[config.mk]
export PLATFORM = sky130hd
export DESIGN_NAME = touch_tap_long_press_detector
export DESIGN_NICKNAME = d
export VERILOG_FILES = /design/src/rtl/ttlp_pkg.sv /design/src/rtl/ttlp_axis_map.sv /design/src/rtl/touch_tap_long_press_detector.sv
export SDC_FILE = /design/constraint.sdc
export NUM_CORES = 2
export LEC_CHECK = 0
export ABC_AREA = 0
export CAP_MARGIN = 20
export CORE_ASPECT_RATIO = 1.2
export CORE_MARGIN = 2
export CORE_UTILIZATION = 55
export CTS_CLUSTER_SIZE = 30
export DETAILED_ROUTE_END_ITERATION = 7
export DONT_BUFFER_PORTS = 1
export PLACE_DENSITY = 0.78
export SYNTH_ARGS = -nofsm -noshare
export SYNTH_HDL_FRONTEND = slang
export SYNTH_HIERARCHICAL = 1
export SYNTH_SLANG_ARGS = --single-unit
[constraint.sdc]
create_clock -name clk -period 5.2 [get_ports clk]
set_input_delay 0.26 -clock clk [delete_from_list [all_inputs] [get_ports clk]]
set_output_delay 0.26 -clock clk [all_outputs]
set_load 0.05 [all_outputs]
[src/rtl/ttlp_pkg.sv]
// Shared types, constants and helpers for the touch tap / long-press detector.
// Holds the item structs, state encodings and register indexes.
// No dependencies.
`timescale 1ns / 1ps

package ttlp_pkg;

  localparam int RAW_W   = 12;  // raw panel reading width
  localparam int SUM_W   = 14;  // sum of up to three raw readings
  localparam int CNT_W   = 2;   // number of valid samples, 0..3
  localparam int PIX_W   = 11;  // screen pixel coordinate
  localparam int PROD_W  = 24;  // magnitude of (raw - min) * size
  localparam int CYC_W   = 4;   // bit counter of the serial units
  localparam int TIME_W  = 32;
  localparam int LIMIT_W = 16;

  localparam int CFG_IDX_W  = 3;
  localparam int CFG_DATA_W = 16;

  localparam logic [CFG_IDX_W-1:0] CFG_X_RAW_MIN     = 3'd0;
  localparam logic [CFG_IDX_W-1:0] CFG_X_RAW_MAX     = 3'd1;
  localparam logic [CFG_IDX_W-1:0] CFG_Y_RAW_MIN     = 3'd2;
  localparam logic [CFG_IDX_W-1:0] CFG_Y_RAW_MAX     = 3'd3;
  localparam logic [CFG_IDX_W-1:0] CFG_SCREEN_WIDTH  = 3'd4;
  localparam logic [CFG_IDX_W-1:0] CFG_SCREEN_HEIGHT = 3'd5;
  localparam logic [CFG_IDX_W-1:0] CFG_LONG_LIMIT    = 3'd6;

  localparam logic [PIX_W-1:0] PIX_MAX         = 11'd2047;
  localparam logic [PIX_W-1:0] TAP_MOVE_LIMIT  = 11'd40;
  localparam logic [PIX_W-1:0] LONG_MOVE_LIMIT = 11'd20;

  typedef enum logic [1:0] {
    GEST_NONE = 2'd0,
    GEST_TAP  = 2'd1,
    GEST_LONG = 2'd2
  } gesture_t;

  typedef enum logic [2:0] {
    AX_IDLE,
    AX_AVG,
    AX_PREP,
    AX_MUL,
    AX_CHK,
    AX_DIV,
    AX_DONE
  } ax_state_t;

  typedef enum logic [1:0] {
    ENG_IDLE,
    ENG_MAP,
    ENG_CLS,
    ENG_PUSH
  } eng_state_t;

  typedef struct packed {
    logic             first_touched;
    logic             sample0_valid;
    logic [RAW_W-1:0] sample0_x;
    logic [RAW_W-1:0] sample0_y;
    logic             sample1_valid;
    logic [RAW_W-1:0] sample1_x;
    logic [RAW_W-1:0] sample1_y;
    logic             sample2_valid;
    logic [RAW_W-1:0] sample2_x;
    logic [RAW_W-1:0] sample2_y;
    logic [TIME_W-1:0] now_ms;
  } in_item_t;

  typedef struct packed {
    gesture_t         gesture;
    logic [PIX_W-1:0] tap_x;
    logic [PIX_W-1:0] tap_y;
  } out_item_t;

  function automatic logic [PIX_W-1:0] pix_abs_diff(input logic [PIX_W-1:0] a,
                                                    input logic [PIX_W-1:0] b);
    return (a > b) ? (a - b) : (b - a);
  endfunction

endpackage

[src/rtl/ttlp_axis_map.sv]
// One axis of the coordinate mapper: serial average, serial multiply by the
// screen size and serial divide by the calibrated raw span, then clamp.
// Depends on ttlp_pkg.
`timescale 1ns / 1ps

module ttlp_axis_map (
  input  logic                        clk,
  input  logic                        rst_n,
  input  logic                        start,
  input  logic [ttlp_pkg::SUM_W-1:0]  sum,
  input  logic [ttlp_pkg::CNT_W-1:0]  cnt,
  input  logic [ttlp_pkg::RAW_W-1:0]  raw_lo,
  input  logic [ttlp_pkg::RAW_W-1:0]  raw_hi,
  input  logic [ttlp_pkg::RAW_W-1:0]  size,
  output logic [ttlp_pkg::PIX_W-1:0]  pix,
  output logic                        done
);
  import ttlp_pkg::*;

  ax_state_t            state_r, state_nxt;
  logic [CYC_W-1:0]     cyc_r, cyc_nxt;
  logic [RAW_W-1:0]     sr_r, sr_nxt;       // dividend bits out, quotient bits in
  logic [CNT_W-1:0]     rema_r, rema_nxt;
  logic [CNT_W-1:0]     cnt_r, cnt_nxt;
  logic                 neg_r, neg_nxt;
  logic [RAW_W-1:0]     mag_r, mag_nxt;
  logic [RAW_W-1:0]     msr_r, msr_nxt;     // multiplier bits, MSB first
  logic [PROD_W-1:0]    acc_r, acc_nxt;
  logic                 dneg_r, dneg_nxt;
  logic [RAW_W-1:0]     dmag_r, dmag_nxt;
  logic [RAW_W-1:0]     rem_r, rem_nxt;
  logic [PIX_W-1:0]     pix_r, pix_nxt;
  logic                 fix_r, fix_nxt;     // pixel already settled before the divide

  logic [CNT_W:0]       t_avg;
  logic [RAW_W:0]       t_div;
  logic [RAW_W:0]       diff;
  logic [RAW_W:0]       span;
  logic [PIX_W-1:0]     top;
  logic [PIX_W-1:0]     q_new;
  logic                 qbit;

  // Largest pixel value for this axis; a size of zero maps everything to 0.
  always_comb begin
    if (size == '0) begin
      top = '0;
    end else if (size > {1'b0, PIX_MAX} + 12'd1) begin
      top = PIX_MAX;
    end else begin
      top = PIX_W'(size - 12'd1);
    end
  end

  always_comb begin
    state_nxt = state_r;
    cyc_nxt   = cyc_r;
    sr_nxt    = sr_r;
    rema_nxt  = rema_r;
    cnt_nxt   = cnt_r;
    neg_nxt   = neg_r;
    mag_nxt   = mag_r;
    msr_nxt   = msr_r;
    acc_nxt   = acc_r;
    dneg_nxt  = dneg_r;
    dmag_nxt  = dmag_r;
    rem_nxt   = rem_r;
    pix_nxt   = pix_r;
    fix_nxt   = fix_r;
    qbit      = 1'b0;
    t_avg     = {rema_r, sr_r[RAW_W-1]};
    t_div     = {rem_r, acc_r[PIX_W-1]};
    diff      = {1'b0, sr_r} - {1'b0, raw_lo};
    span      = {1'b0, raw_hi} - {1'b0, raw_lo};
    q_new     = '0;
    unique case (state_r)
      AX_IDLE: begin
        if (start) begin
          // The top bits of the sum are below the count, so they seed the remainder.
          sr_nxt    = sum[RAW_W-1:0];
          rema_nxt  = sum[SUM_W-1:RAW_W];
          cnt_nxt   = cnt;
          cyc_nxt   = '0;
          state_nxt = AX_AVG;
        end
      end
      AX_AVG: begin
        if (t_avg >= {1'b0, cnt_r}) begin
          rema_nxt = CNT_W'(t_avg - {1'b0, cnt_r});
          qbit     = 1'b1;
        end else begin
          rema_nxt = t_avg[CNT_W-1:0];
        end
        sr_nxt  = {sr_r[RAW_W-2:0], qbit};
        cyc_nxt = cyc_r + 1'b1;
        if (cyc_r == CYC_W'(RAW_W - 1)) begin
          state_nxt = AX_PREP;
        end
      end
      AX_PREP: begin
        neg_nxt   = diff[RAW_W];
        mag_nxt   = diff[RAW_W] ? RAW_W'(-diff) : diff[RAW_W-1:0];
        dneg_nxt  = span[RAW_W];
        dmag_nxt  = span[RAW_W] ? RAW_W'(-span) : span[RAW_W-1:0];
        msr_nxt   = size;
        acc_nxt   = '0;
        cyc_nxt   = '0;
        state_nxt = AX_MUL;
      end
      AX_MUL: begin
        acc_nxt = {acc_r[PROD_W-2:0], 1'b0}
                + (msr_r[RAW_W-1] ? {{(PROD_W-RAW_W){1'b0}}, mag_r} : '0);
        msr_nxt = {msr_r[RAW_W-2:0], 1'b0};
        cyc_nxt = cyc_r + 1'b1;
        if (cyc_r == CYC_W'(RAW_W - 1)) begin
          state_nxt = AX_CHK;
        end
      end
      AX_CHK: begin
        // A zero span, a zero product or a negative quotient all clamp to 0.
        // Settled cases still run the divide, so both axes finish together.
        if (dmag_r == '0 || acc_r == '0 || neg_r != dneg_r) begin
          pix_nxt = '0;
          fix_nxt = 1'b1;
        end else if (acc_r >= {1'b0, dmag_r, {PIX_W{1'b0}}}) begin
          pix_nxt = top;
          fix_nxt = 1'b1;
        end else begin
          fix_nxt = 1'b0;
        end
        rem_nxt   = acc_r[PROD_W-2:PIX_W];
        cyc_nxt   = '0;
        state_nxt = AX_DIV;
      end
      AX_DIV: begin
        if (t_div >= {1'b0, dmag_r}) begin
          rem_nxt = RAW_W'(t_div - {1'b0, dmag_r});
          qbit    = 1'b1;
        end else begin
          rem_nxt = t_div[RAW_W-1:0];
        end
        q_new   = {acc_r[PIX_W-2:0], qbit};
        acc_nxt = {acc_r[PROD_W-1:PIX_W], q_new};
        cyc_nxt = cyc_r + 1'b1;
        if (cyc_r == CYC_W'(PIX_W - 1)) begin
          if (!fix_r) begin
            pix_nxt = (q_new > top) ? top : q_new;
          end
          state_nxt = AX_DONE;
        end
      end
      AX_DONE: begin
        state_nxt = AX_IDLE;
      end
      default: begin
        state_nxt = AX_IDLE;
      end
    endcase
  end

  always_ff @(posedge clk) begin
    if (!rst_n) begin
      state_r <= AX_IDLE;
    end else begin
      state_r <= state_nxt;
    end
  end

  always_ff @(posedge clk) begin
    cyc_r  <= cyc_nxt;
    sr_r   <= sr_nxt;
    rema_r <= rema_nxt;
    cnt_r  <= cnt_nxt;
    neg_r  <= neg_nxt;
    mag_r  <= mag_nxt;
    msr_r  <= msr_nxt;
    acc_r  <= acc_nxt;
    dneg_r <= dneg_nxt;
    dmag_r <= dmag_nxt;
    rem_r  <= rem_nxt;
    pix_r  <= pix_nxt;
    fix_r  <= fix_nxt;
  end

  assign pix  = pix_r;
  assign done = (state_r == AX_DONE);

endmodule

[src/rtl/touch_tap_long_press_detector.sv]
// Top level of the touch tap / long-press detector: poll intake, calibration
// registers, gesture state machine and output register.
// Depends on ttlp_pkg and ttlp_axis_map.
`timescale 1ns / 1ps

// Usage
// Each input item is one poll of the touch panel: the touched flag, up to three
// raw samples with their valid flags and a millisecond timestamp. For every
// accepted item the block returns exactly one result item on the out_ channel:
// the gesture code (none, tap or long press) and the screen position of the
// most recent tap.
// A poll with usable samples runs both axes through a bit-serial mapper: an
// averaging division, a shift-add multiplication by the screen size and a
// division by the raw span, the same on both axes whatever the data. The
// result is then loaded into the output register, and the next item can be
// accepted in the cycle after that; the block takes no new poll while one is
// still in flight. A poll that does not count as touching skips the mapper:
// its result is loaded once the gesture is classified, and the next item can
// follow in the cycle after the load.
// The output register holds one result. If the receiver stalls, the next item
// is still accepted and processed, and its result waits until the output
// register is free; no further item is taken until then.
// The cfg_ port writes the calibration register named by cfg_index; writes are
// expected only while no item is in flight. Synchronous reset loads the default
// calibration, clears the gesture state and empties the output register.
module touch_tap_long_press_detector #(
  parameter int SAMPLES  = 3,
  parameter int RAW_BITS = 12
) (
  input  logic                            clk,
  input  logic                            rst_n,
  input  logic                            in_valid,
  output logic                            in_ready,
  input  ttlp_pkg::in_item_t              in_data,
  output logic                            out_valid,
  input  logic                            out_ready,
  output ttlp_pkg::out_item_t             out_data,
  input  logic                            cfg_we,
  input  logic [ttlp_pkg::CFG_IDX_W-1:0]  cfg_index,
  input  logic [ttlp_pkg::CFG_DATA_W-1:0] cfg_wdata
);
  import ttlp_pkg::*;

  // Raw readings are masked to RAW_BITS before they are summed.
  localparam logic [RAW_W-1:0] RAW_MASK = (RAW_BITS >= RAW_W) ? {RAW_W{1'b1}} :
                                          RAW_W'((32'd1 << RAW_BITS) - 32'd1);

  // Calibration registers.
  logic [RAW_W-1:0]   x_min_r, x_max_r, y_min_r, y_max_r;
  logic [RAW_W-1:0]   width_r, height_r;
  logic [LIMIT_W-1:0] limit_r;

  always_ff @(posedge clk) begin
    if (!rst_n) begin
      x_min_r  <= 12'd200;
      x_max_r  <= 12'd3800;
      y_min_r  <= 12'd200;
      y_max_r  <= 12'd3800;
      width_r  <= 12'd240;
      height_r <= 12'd320;
      limit_r  <= 16'd2000;
    end else if (cfg_we) begin
      unique case (cfg_index)
        CFG_X_RAW_MIN:     x_min_r  <= cfg_wdata[RAW_W-1:0];
        CFG_X_RAW_MAX:     x_max_r  <= cfg_wdata[RAW_W-1:0];
        CFG_Y_RAW_MIN:     y_min_r  <= cfg_wdata[RAW_W-1:0];
        CFG_Y_RAW_MAX:     y_max_r  <= cfg_wdata[RAW_W-1:0];
        CFG_SCREEN_WIDTH:  width_r  <= cfg_wdata[RAW_W-1:0];
        CFG_SCREEN_HEIGHT: height_r <= cfg_wdata[RAW_W-1:0];
        CFG_LONG_LIMIT:    limit_r  <= cfg_wdata[LIMIT_W-1:0];
        default: begin
        end
      endcase
    end
  end

  // Sample intake: sum the valid samples among the first SAMPLES of the poll.
  logic [RAW_W-1:0] smp_x [3];
  logic [RAW_W-1:0] smp_y [3];
  logic             smp_v [3];
  logic [SUM_W-1:0] sum_x, sum_y;
  logic [CNT_W-1:0] cnt;
  logic             touching;

  always_comb begin
    smp_x[0] = in_data.sample0_x;
    smp_y[0] = in_data.sample0_y;
    smp_v[0] = in_data.sample0_valid;
    smp_x[1] = in_data.sample1_x;
    smp_y[1] = in_data.sample1_y;
    smp_v[1] = in_data.sample1_valid;
    smp_x[2] = in_data.sample2_x;
    smp_y[2] = in_data.sample2_y;
    smp_v[2] = in_data.sample2_valid;
    sum_x = '0;
    sum_y = '0;
    cnt   = '0;
    for (int k = 0; k < 3; k++) begin
      if (k < SAMPLES && smp_v[k]) begin
        sum_x = sum_x + {{(SUM_W-RAW_W){1'b0}}, smp_x[k] & RAW_MASK};
        sum_y = sum_y + {{(SUM_W-RAW_W){1'b0}}, smp_y[k] & RAW_MASK};
        cnt   = cnt + 1'b1;
      end
    end
    touching = in_data.first_touched && (cnt != '0);
  end

  // Control and gesture state.
  eng_state_t          state_r, state_nxt;
  logic                touch_r, touch_nxt;
  logic [TIME_W-1:0]   now_r, now_nxt;
  logic                pressed_r, pressed_nxt;
  logic                fired_r, fired_nxt;
  logic [PIX_W-1:0]    start_x_r, start_x_nxt, start_y_r, start_y_nxt;
  logic [PIX_W-1:0]    last_x_r, last_x_nxt, last_y_r, last_y_nxt;
  logic [TIME_W-1:0]   start_t_r, start_t_nxt;
  logic [PIX_W-1:0]    tap_x_r, tap_x_nxt, tap_y_r, tap_y_nxt;
  gesture_t            gest_r, gest_nxt;
  logic                out_valid_r, out_valid_nxt;
  out_item_t           out_data_r, out_data_nxt;

  logic                accept;
  logic                map_start;
  logic [PIX_W-1:0]    pix_x, pix_y;
  logic                done_x, done_y;
  logic [TIME_W-1:0]   held;
  logic [TIME_W-1:0]   limit32;

  assign accept    = in_valid && in_ready;
  assign map_start = accept && touching;
  assign in_ready  = (state_r == ENG_IDLE);
  assign held      = now_r - start_t_r;
  assign limit32   = {{(TIME_W-LIMIT_W){1'b0}}, limit_r};

  ttlp_axis_map u_map_x (
    .clk    (clk),
    .rst_n  (rst_n),
    .start  (map_start),
    .sum    (sum_x),
    .cnt    (cnt),
    .raw_lo (x_min_r),
    .raw_hi (x_max_r),
    .size   (width_r),
    .pix    (pix_x),
    .done   (done_x)
  );

  ttlp_axis_map u_map_y (
    .clk    (clk),
    .rst_n  (rst_n),
    .start  (map_start),
    .sum    (sum_y),
    .cnt    (cnt),
    .raw_lo (y_min_r),
    .raw_hi (y_max_r),
    .size   (height_r),
    .pix    (pix_y),
    .done   (done_y)
  );

  always_comb begin
    state_nxt     = state_r;
    touch_nxt     = touch_r;
    now_nxt       = now_r;
    pressed_nxt   = pressed_r;
    fired_nxt     = fired_r;
    start_x_nxt   = start_x_r;
    start_y_nxt   = start_y_r;
    last_x_nxt    = last_x_r;
    last_y_nxt    = last_y_r;
    start_t_nxt   = start_t_r;
    tap_x_nxt     = tap_x_r;
    tap_y_nxt     = tap_y_r;
    gest_nxt      = gest_r;
    out_data_nxt  = out_data_r;
    // The receiver drains the output register independently of the engine.
    out_valid_nxt = out_valid_r && !out_ready;

    unique case (state_r)
      ENG_IDLE: begin
        if (accept) begin
          touch_nxt = touching;
          now_nxt   = in_data.now_ms;
          state_nxt = touching ? ENG_MAP : ENG_CLS;
        end
      end
      ENG_MAP: begin
        // Both axes run in lockstep and finish in the same cycle.
        if (done_x && done_y) begin
          state_nxt = ENG_CLS;
        end
      end
      ENG_CLS: begin
        gest_nxt = GEST_NONE;
        if (!pressed_r) begin
          if (touch_r) begin
            pressed_nxt = 1'b1;
            start_x_nxt = pix_x;
            start_y_nxt = pix_y;
            last_x_nxt  = pix_x;
            last_y_nxt  = pix_y;
            start_t_nxt = now_r;
            fired_nxt   = 1'b0;
          end
        end else if (!touch_r) begin
          // Release: a short, steady hold is a tap unless a long press already fired.
          pressed_nxt = 1'b0;
          if (!fired_r && held < limit32
              && pix_abs_diff(last_x_r, start_x_r) < TAP_MOVE_LIMIT
              && pix_abs_diff(last_y_r, start_y_r) < TAP_MOVE_LIMIT) begin
            tap_x_nxt = start_x_r;
            tap_y_nxt = start_y_r;
            gest_nxt  = GEST_TAP;
          end
        end else begin
          // Still held: report a long press once when the limit is passed.
          last_x_nxt = pix_x;
          last_y_nxt = pix_y;
          if (!fired_r && held > limit32
              && pix_abs_diff(pix_x, start_x_r) < LONG_MOVE_LIMIT
              && pix_abs_diff(pix_y, start_y_r) < LONG_MOVE_LIMIT) begin
            fired_nxt = 1'b1;
            gest_nxt  = GEST_LONG;
          end
        end
        state_nxt = ENG_PUSH;
      end
      ENG_PUSH: begin
        if (!out_valid_r || out_ready) begin
          out_valid_nxt        = 1'b1;
          out_data_nxt.gesture = gest_r;
          out_data_nxt.tap_x   = tap_x_r;
          out_data_nxt.tap_y   = tap_y_r;
          state_nxt            = ENG_IDLE;
        end
      end
      default: begin
        state_nxt = ENG_IDLE;
      end
    endcase
  end

  always_ff @(posedge clk) begin
    if (!rst_n) begin
      state_r     <= ENG_IDLE;
      pressed_r   <= 1'b0;
      fired_r     <= 1'b0;
      start_x_r   <= '0;
      start_y_r   <= '0;
      last_x_r    <= '0;
      last_y_r    <= '0;
      start_t_r   <= '0;
      tap_x_r     <= '0;
      tap_y_r     <= '0;
      out_valid_r <= 1'b0;
    end else begin
      state_r     <= state_nxt;
      pressed_r   <= pressed_nxt;
      fired_r     <= fired_nxt;
      start_x_r   <= start_x_nxt;
      start_y_r   <= start_y_nxt;
      last_x_r    <= last_x_nxt;
      last_y_r    <= last_y_nxt;
      start_t_r   <= start_t_nxt;
      tap_x_r     <= tap_x_nxt;
      tap_y_r     <= tap_y_nxt;
      out_valid_r <= out_valid_nxt;
    end
  end

  always_ff @(posedge clk) begin
    touch_r    <= touch_nxt;
    now_r      <= now_nxt;
    gest_r     <= gest_nxt;
    out_data_r <= out_data_nxt;
  end

  assign out_valid = out_valid_r;
  assign out_data  = out_data_r;

endmodule

==> results.cfg <==
[outcome]
status = finished, final reports clean

[power_and_ir_drop]
ir_worst_vdd_uv = 283
p_leak_uw = 0.0149
p_sw_share_pct = 35.4
pwr-share-comb_pct = 36.7
internal_power_uw = 8540
clock_power_share_pct = 28.7
seqPwrFrac_pct = 34.6
power_switching_uw = 4690
p_per_area_nw_per_um2 = 354

[synth]
yosys-top-cells-area = edfxtp_1 24%, ha_1 12%, dfxtp_1 11%
synth_edf_count = 271
synth_adder_area_share_pct = 13.1
yosys.area_share.simple_pct = 18.7
synthArstFlopShare_pct = 0
synth_area_um2 = 34400
yosys_register_bits = 468
synth-compound-area-share_pct = 18.0
synthXorXnorAreaFrac_pct = 5.91
yosys_most_used_dff = edfxtp_1
synth.largest_area_cell = edfxtp_1
ys.warnings.count = 6
synthesis.instances = 3940
synth_area_per_cell_um2 = 8.72
synth_cell_types = 108
synth_nets = 4424
synth_top_family_by_area = simple AND/OR/NAND/NOR gates
yosysSeqAreaShare_pct = 35.1
synthMuxAreaShare_pct = 4.19
yosysTopAreaCellShare_pct = 23.7

[global_routing]
grt_usage_pct = 25.6
grt_pass1_vias = 27100
grt_start_max_net_pins = 221
overflow = 0
antenna_found_initial = 2
grt_pass1_wl_um = 136000

[clock_network]
hold_buffers = 53
cts_buffers = 50
cts_setup_buffers = 0
cts_sinks = 468
ctsHtreeMaxLevel = 2
cts_tree = done
clock_latency_ns = 0.62
clockBufferDepth = 3
cts_resized = 0
cts.reportedPaths.clkPinSlew_ns = 0.06
cts-root-buf = clkbuf_16

[worst_setup_path]
rrSetupSlack_ns = 0.40
path_class = register to register
crit_chain = inv_1 > ha_1 > fa_1 > nand2b_1 > a21oi_1 > nor2_1 > o21ai_0 > xor2_1 > ha_1 > a21oi_1 > nand2_1 > a221o_1 > a211oi_1 > buf_4 > nand4b_1 > mux2i_1 > and3_1 > nand4b_1 > nor4b_4 > buf_12 > mux2i_1
cp_slowest_stage_delay_ns = 0.42
critPathSlowestCell = fa_1
cp-start-kind = register
end_kind = register
cp.required_ns = 5.72
rr_worst_depth = 21
critPathArrivalTime_ns = 5.32
crit_fanout = 22

[place]
hpwl_um = 62200
gp_congestion = 0.938
port_buffers = 0
place_area_um2 = 35000

[timing]
tns_ns = 0
finClkSkew_ns = 0.0244
min_period_ns = 4.80
max_freq_mhz = 208
setup_violations = 0
period_share_pct = 92.3
maxSlewViolCount = 0
tightestPinTransition_ns = 1.10
rsz0062_at_grt = no
slew_headroom_pct = 26.6
finalHoldViolations = 0

[die]
io_pins = 158
core_area_um2 = 61900
start_util_pct = 55.5
die_y_um = 278
die_width_um = 232
dieArea_um2 = 64500
rows = 100

[routing]
drtAntennaViolNets = 0
first_iter_violations = 2249
wl_per_cell_um = 17.5
wl_um = 83900
firstDrtPassIters = 6
vias_per_cell = 5.85
num_vias = 28000
drc = 0

[finish]
stdcell_area_um2 = 37400
nNetsFinal = 4415
fin_util_pct = 60.4
drive_above_1_share_pct = 5.66
area_growth_pct = 8.78

[min_path]
whs_path_depth = 2
min_path_type = input port to register

[run]
max_cap_viol_count = 0
[path summary, 6_finish.rpt]
check              startpoint               to
setup / recovery     now_r[0]      tap_y_r[10]
hold / removal    in_data[56]  u_map_y/sr_r[1]
setup reg to reg     now_r[0]      tap_y_r[10]
hold reg to reg    tap_y_r[8]      out_data[8]
[critical path, delay by kind of cell, from the launching register on]
family / cells / cell delay [ns]
flip-flops: 1 / 0.35
AO/OA/AOI/OAI: 5 / 1.27
AND/OR/NAND/NOR: 7 / 1.19
adder cells (fa/ha/maj): 3 / 0.92
XOR/XNOR: 1 / 0.20
multiplexers: 2 / 0.32
buffers and inverters: 3 / 0.47
[sequential cells by signal, indices dropped and copies added (netlist names), 16 cells and up]
| signal | cells |
|---|---|
| limit_r | 16 |
| now_r | 32 |
| out_data | 24 |
| start_t_r | 32 |
| u_map_x/acc_r | 24 |
| u_map_y/acc_r | 24 |
[synthesized netlist by cell type, types with 31 or more instances]
| master | n |
|---|---|
| a21boi_0 | 140 |
| and2_1 | 68 |
| nand2b_1 | 37 |
| o21bai_1 | 32 |
| nor4_1 | 31 |
| nand3_1 | 89 |
| inv_1 | 298 |
| o21a_1 | 32 |
| dfxtp_1 | 197 |
| o21ai_0 | 162 |
| nor2b_1 | 46 |
| mux2i_1 | 72 |
| nand2_1 | 622 |
| a21o_1 | 64 |
| clkbuf_1 | 120 |
| edfxtp_1 | 271 |
| a21oi_1 | 242 |
| nand4_1 | 45 |
| xor2_1 | 88 |
| nor2_1 | 241 |
| nor3_1 | 69 |
| xnor2_1 | 144 |
| ha_1 | 339 |
| mux2_2 | 60 |
[through the flow]
step | cells | hold WS (ns) | power [µW] | setup slack, ns
after floorplan | 3940 | 0.359 | 8380 | 0.865
after global placement | 4636 | 0.346 | 9270 | 0.538
after detailed placement | 4636 | 0.349 | 9350 | 0.393
after CTS | 4783 | 0.00120 | 13200 | 0.367
after global routing | 4789 | 0.0396 | 14000 | 0.0351
final | 4790 | 0.0312 | 13200 | 0.402
[per-layer routing]
layer	global-route usage (%)	vias up	share of wire, %
met2	44.9	780	48
met5	0	-	0.032
li1	-	14000	-
met4	9.17	4	3.5
met3	3.79	194	5.7
met1	31.9	13100	42
[kinds of logic (layout without fill, tap and decap cells)]
logic type,Yosys count,in the layout
multiplexers,136,136
flip-flops,468,468
buffers and inverters,439,472
AO/OA/AOI/OAI,937,937
other,0,1
AND/OR/NAND/NOR,1375,1375
adder cells (fa/ha/maj),353,353
XOR/XNOR,232,232
[final cells by class]
cell class              count  area (µm²)
multi-input cells        3033       20600
well taps                 816        1020
diodes                      1        2.50
inverters                 300        1130
fillers                  5285       24500
flip-flops and latches    468       12100
clock buffers              70        1430
clock inverters            24         304
repair buffers             78         782
[layout by cell type (no fill, tap or decap), types with 9 or more instances in the layout]
cell type / count
o31ai_1: 11
edfxtp_1: 271
nand3_1: 89
o21ai_1: 17
clkbuf_1: 12
nor3_1: 69
a31oi_1: 25
nor2_1: 237
ha_1: 339
dlygate4sd3_1: 52
and3_1: 27
fa_1: 13
xor2_1: 88
nor4_1: 31
nand2b_1: 36
and2_1: 67
a21oi_1: 242
inv_1: 298
dfxtp_1: 197
xnor2_1: 144
a211oi_1: 18
or3_1: 27
clkbuf_16: 52
or2_2: 9
o21ai_0: 162
and4_1: 13
a21o_1: 64
nand2_1: 622
a21boi_0: 140
mux2i_1: 72
mux2_2: 60
o22ai_1: 28
nand4_1: 45
o211ai_1: 27
buf_4: 19
nor2b_1: 45
o21bai_1: 32
o21a_1: 32
[power by group through the flow]
stage / Combinational (µW) / Sequential (µW) / Clock [µW]
floorplan: 3810 / 4570 / 0
global placement: 4620 / 4650 / 0
detailed placement: 4690 / 4660 / 0
CTS: 4810 / 4580 / 3850
global route: 5410 / 4610 / 4000
finish: 4860 / 4580 / 3790
Power figures use the tool's default switching activity.
